## src/design/cea_pkg.sv

```systemverilog
// ----------------------------------------------------------------------------
// cea_pkg: shared types and constants for the complex arithmetic core
// Holds the request and result payloads, operation codes and the record
// that travels down the divider cell chain.
// ----------------------------------------------------------------------------
package cea_pkg;

    localparam int DW = 32;          // data width, signed fixed point
    localparam int FB = 16;          // fraction bits
    localparam int MW = 2 * DW;      // product / divisor width
    localparam int QB = DW + 1;      // quotient bits resolved by the cell chain
    localparam int NW = MW + FB;     // scaled dividend width
    localparam int HW = NW - QB;     // dividend bits above the chain

    localparam logic [1:0] OP_MUL_REAL = 2'd0;
    localparam logic [1:0] OP_MUL_CPLX = 2'd1;
    localparam logic [1:0] OP_DIV_REAL = 2'd2;
    localparam logic [1:0] OP_DIV_CPLX = 2'd3;

    typedef struct packed {
        logic [1:0]           req_type;
        logic signed [DW-1:0] a_re;
        logic signed [DW-1:0] a_im;
        logic signed [DW-1:0] b_re;
        logic signed [DW-1:0] b_im;
    } cea_req_t;

    typedef struct packed {
        logic signed [DW-1:0] res_re;
        logic signed [DW-1:0] res_im;
        logic                 div_zero;
        logic                 overflow;
    } cea_res_t;

    typedef struct packed {
        logic [MW-1:0] rem_re;
        logic [MW-1:0] rem_im;
        logic [MW-1:0] den;
        logic [QB-1:0] num_re;
        logic [QB-1:0] num_im;
        logic [QB-1:0] quo_re;
        logic [QB-1:0] quo_im;
        logic          neg_re;
        logic          neg_im;
        logic          big_re;
        logic          big_im;
        logic          dz;
    } cea_div_t;

endpackage

```

## src/design/cea_cell.sv

```systemverilog
// ----------------------------------------------------------------------------
// cea_cell: one restoring division step
// Resolves one quotient bit for both result parts and hands the record on.
// ----------------------------------------------------------------------------
module cea_cell
    import cea_pkg::*;
(
    input  logic     clk,
    input  logic     rst_n,
    input  logic     in_valid,
    output logic     in_ready,
    input  cea_div_t in_data,
    output logic     out_valid,
    input  logic     out_ready,
    output cea_div_t out_data
);

    logic          v_reg;
    cea_div_t      d_reg, d_next;
    logic [MW-1:0] try_re, try_im;
    logic          hit_re, hit_im;

    assign in_ready = !v_reg || out_ready;

    // remainder stays below the divisor, so its top bit is always clear
    assign try_re = {in_data.rem_re[MW-2:0], in_data.num_re[QB-1]};
    assign try_im = {in_data.rem_im[MW-2:0], in_data.num_im[QB-1]};
    assign hit_re = try_re >= in_data.den;
    assign hit_im = try_im >= in_data.den;

    always_comb
    begin
        d_next        = in_data;
        d_next.rem_re = hit_re ? try_re - in_data.den : try_re;
        d_next.rem_im = hit_im ? try_im - in_data.den : try_im;
        d_next.num_re = {in_data.num_re[QB-2:0], 1'b0};
        d_next.num_im = {in_data.num_im[QB-2:0], 1'b0};
        d_next.quo_re = {in_data.quo_re[QB-2:0], hit_re};
        d_next.quo_im = {in_data.quo_im[QB-2:0], hit_im};
    end

    always_ff @(posedge clk or negedge rst_n)
    begin
        if (!rst_n)
        begin
            v_reg <= 1'b0;
        end
        else if (in_ready)
        begin
            v_reg <= in_valid;
        end
    end

    always_ff @(posedge clk)
    begin
        if (in_ready && in_valid)
        begin
            d_reg <= d_next;
        end
    end

    assign out_valid = v_reg;
    assign out_data  = d_reg;

endmodule
```

## config.mk

```make
export PLATFORM = sky130hd
export DESIGN_NAME = cea_cell
export DESIGN_NICKNAME = d
export VERILOG_FILES = /design/src/design/cea_pkg.sv /design/src/design/cea_cell.sv
export SDC_FILE = /design/constraint.sdc
export NUM_CORES = 1
export LEC_CHECK = 0
export BUFFER_PORTS_ARGS = -buffer_cell sky130_fd_sc_hd__buf_4
export CORE_AREA = 2 2 262 264
export DETAILED_ROUTE_END_ITERATION = 10
export DIE_AREA = 0 0 264 266
export MAX_ROUTING_LAYER = met4
export PLACE_DENSITY = 0.48
export SLEW_MARGIN = 0
export SYNTH_ARGS = -nofsm -noshare
export SYNTH_HDL_FRONTEND = slang
export SYNTH_SLANG_ARGS = --single-unit
```

## constraint.sdc

```tcl
create_clock -name clk -period 8.4 [get_ports clk]
set_clock_uncertainty 0.15 [all_clocks]
set_input_delay 0.42 -clock clk [delete_from_list [all_inputs] [get_ports clk]]
set_output_delay 0.42 -clock clk [all_outputs]
set_load 0.02 [all_outputs]
```

# Word level (Yosys, flattened, before mapping)
# Index checks and enable logic that the tools add are counted.
[word_totals]
reg_bits = 328
inputBits = 333
out_inout_bits = 331
elab_cells = 22
[classes]
n_addsub = 2
order_cmp = 2
muxes = 2
n_reduce_logical = 3
[ops]
columns = ["cell", "n"]
rows = [
  ["64-bit greater-or-equal comparator", 2],
  ["64-bit two-way mux", 2],
  ["64-bit subtractor", 2],
  ["1-bit logical AND", 1],
  ["1-bit logical NOT", 1],
  ["1-bit logical OR", 1],
]

# Longest topological paths before layout
[logic_depth]
word_depth = 3
depth_mapped = 17
depth_no_buf = 14

# Worst setup path before layout
# Ideal clock, no wire load.
[synth_path]
path_kind = "register -> register"
start = "register v_reg (netlist: out_valid)"
end = "register d_reg, in the netlist out_data[0] (enable)"
setup_time_ps = 730
arrival_ps = 8146
required_ps = 7520
slack_ps = -626
path_stages_with_launch = 3
synth_period_minus_slack_ps = 9026
cell_sequence = "dfrtp_1 nand2b_1 and2_1"
[synth_between]
elab_chain_cells = 3
[synth_lines]
columns = ["item", "line_no", "text"]
rows = [
  ["from (decl)", "cea_cell.sv:18", "logic v_reg;"],
  ["from (signal assigned)", "cea_cell.sv:50", "v_reg <= in_valid;"],
  ["1-bit logical NOT", "cea_cell.sv:23", "assign in_ready = !v_reg || out_ready;"],
  ["1-bit logical OR", "cea_cell.sv:23", ""],
  ["named net in_ready", "cea_cell.sv:11", "output logic in_ready,"],
  ["1-bit logical AND", "cea_cell.sv:56", "if (in_ready && in_valid)"],
  ["to (signal assigned)", "cea_cell.sv:58", "d_reg <= d_next;"],
  ["to (decl)", "cea_cell.sv:19", "cea_div_t d_reg, d_next;"],
]
# The timed path passes the listed nets, and every way through them passes these cells.
# A chain may end at the register's enable or synchronous reset.

==> metrics <==
P per Cell Area 179 mW/mm^2; clock latency on the worst-skew pair 0.55 ns; Clk pwr share 32.8%; Slew headroom 36.4%; r2r startpoint out_valid$_DFFE_PN0N_; via count 17700; total grt overflow 0; R2R Path End out_data[238]$_DFFE_PP_; DRC violations left 0; Tcrit/Tclk final 62.1%; critical path type in -> reg; PostCTS Resize Cnt 0; Worst Hold Launch in_data[267]; cells on worst reg2reg path 3; core area 0.0677 sq mm; vias in the first global route 17700; switch share 30.6%; critical path arrival 5.29 ns; Yosys top cell by area edfxtp_1; nets 3169; top post-synthesis cells by count 327 x edfxtp_1, 218 x nand2_1, 184 x o21ai_0; Met2 Routed Length 38.9 mm; largest net degree at the start of global routing 146; wl on met1 33.8 mm; CP top delay family compound AO/OA/AOI/OAI gates; Finished Core Util 42.4%; Comb pwr share 28.2%; WP data required 8.47 ns; setup slack, reg-to-reg 5.88 ns; #FFs+latches synth 328; IO Pins 664; final hold vios 0; status finished clean; first-pass GRT wire length 114 mm; sequential area share after synthesis 51.5%; drt via density 4.88; Internal 3.58 mW; Synth area leaders edfxtp_1 51%, ha_1 8.4%, o21ai_0 4.8%, a21oi_1 4.6%, nand2_1 4.3%; static leakage 12.3 nW; Area Overhead vs Synth 50.0%; area share of the largest cell type after synthesis 51.3%; worst path bufs/invs 4; Die Span Y 266 microns; Max Root-Sink Buffers 3; drt pass-1 iters 5; worst min-delay path class in -> reg; Hold Slack 0.0290 ns; row count 96; TNS Setup 0 ns; drt wl/cell 21.9 microns; slowest stage delay, CP 0.76 ns; die area 0.0702 sq mm; Final Instance Area 0.0287 sq mm; Max VDD drop 116 uV; CTS H-tree lvls 2; # setup viols final 0; postcts setup bufs 0; Mean Syn Cell Area 10.5 sq um; Routed Antenna Nets 0; Hold Path Stages 3; max cap viols 0; Placer Congestion 0.914; layout cells sized above 1 27.0%; # port buffers 657; CP Capture Type flop; CTS tree yes; starting density of the core 28.2%; Async S/R FF share, synth 0.305%; register share of total power 38.9%; most frequent cell after synthesis edfxtp_1; DPL Wire Length 63.8 mm; Clock Root Buffer clkbuf_16; Slew Limit Fails 0; final wirelength 79.5 mm; slowest CP cell o41a_2; CTS Sinks 328; chip width 264 microns; max layer used met4; RSZ-0062 raised after global routing false; Tmin final 5.22 ns; clock-pin slew of the registers on the worst-case setup and hold paths 0.05 ns; CP Launch Type primary input; placed cell area 0.0248 sq mm; Max Freq 192 MHz; Post-synth EDFFs 327; GRT Util Overall 22.3%; P_sw 1.58 mW; CTS Hold Bufs 265; hold path endpoint out_data[268]$_DFFE_PP_; crit-path cells dlygate4sd3_1, buf_4, inv_1, ha_1, nor2b_1, o21ai_1, a21oi_1, o31ai_1, nand3_1, a211oi_1, o21ai_1, a211oi_1, o41a_2, buf_4, o21ai_0; Ys Warns 0; initial antenna violation count 6; initial drt markers 1152; number of distinct library cells after synthesis 76; Syn Std Cell Area 0.0191 sq mm; Gate Count Post-Synth 1826; top_reg_cell synth edfxtp_1; Worst Path Max Fanout 75; TritonCTS Buffers 40; Worst-Margin Slew 0.954 ns; WL met3 4.60 mm
## final cells by class
class,instances,area (sq um)
Inverter,114,428
Antenna cell,6,15.0
Fill cell,6573,39000
Clock buffer,49,1030
Timing Repair Buffer,927,7630
Tap cell,882,1100
Multi-Input combinational cell,1295,8430
Sequential cell,328,9840
Clock inverter,20,206
## worst reg2reg max path, stage by stage (launching register included)
cell      delay (ns)
dfrtp_1         0.38
nand2b_1        0.12
and2_4          0.57
buf_4           0.86
## power by group through the flow
stage	Sequential, mW	Clock [mW]	Combinational, mW
2_1_floorplan	2.20	0	0.644
3_3_place_gp	2.04	0	1.34
3_5_place_dp	2.04	0	1.34
4_1_cts	2.01	1.74	1.46
5_1_grt	2.02	1.80	1.57
6_report	2.01	1.69	1.45
## cells in the final DEF, fill, tap and decap left out, types with 8 or more instances in the layout
cell,count
buf_4,661
edfxtp_1,327
dlygate4sd3_1,265
nand2_1,218
o21ai_0,184
a21oi_1,177
ha_1,128
inv_1,113
a21o_1,80
xnor2_1,76
nor2_1,61
nand4_1,53
xor2_1,45
clkbuf_16,40
o21ai_1,38
o21bai_1,25
nand3_1,20
o21a_1,17
nand2b_1,13
nor2b_1,12
a31oi_1,10
nor3_1,10
a211oi_1,9
clkinv_1,9
clkbuf_1,9
nor3b_1,8
## registers in the layout (all words and copies together) (netlist names)
register and cells:
out_data 327, out_valid 1
## how the worst max path moves through the flow
stage | from | endpoint | slack, ns | depth (start not counted)
floorplan | out_valid$_DFFE_PN0N_ | out_data[0]$_DFFE_PP_ | 3.04 | 2
detailed placement | in_data[139] | out_data[286]$_DFFE_PP_ | 3.24 | 14
global route | in_data[139] | out_data[286]$_DFFE_PP_ | 2.81 | 15
CTS | in_data[139] | out_data[286]$_DFFE_PP_ | 3.26 | 15
finish | in_data[139] | out_data[287]$_DFFE_PP_ | 3.18 | 15
global placement | in_data[137] | out_data[227]$_DFFE_PP_ | 3.24 | 14
## through the flow
stage / worst slack [ns] / total power, mW / cells
3_5_place_dp: 3.24 / 3.38 / 3281
6_report: 3.18 / 5.15 / 3621
2_1_floorplan: 3.04 / 2.84 / 1827
3_3_place_gp: 3.24 / 3.37 / 3281
4_1_cts: 3.26 / 5.20 / 3615
5_1_grt: 2.81 / 5.39 / 3621
## per-layer routing
metal / track usage (%) / vias up
met1: 27.4 / 8525
met5: - / -
li1: - / 8474
met2: 37.4 / 553
met4: 6.53 / 0
met3: 4.15 / 106
## cell families (layout without fill, tap and decap cells)
group | Yosys count | in the layout | synth area share (%)
and+or+nand+nor | 439 | 439 | 10.7
xor gates and xnor gates | 121 | 121 | 5.54
other | 1 | 8 | 0.0196
buffers and inverters | 204 | 1110 | 4.53
adders and majority gates | 130 | 130 | 8.58
AOI/OAI and AO/OA | 596 | 596 | 18.7
DFF | 328 | 328 | 51.5
muxes | 7 | 7 | 0.458
Note: power is estimated with default switching activity, not from simulation.
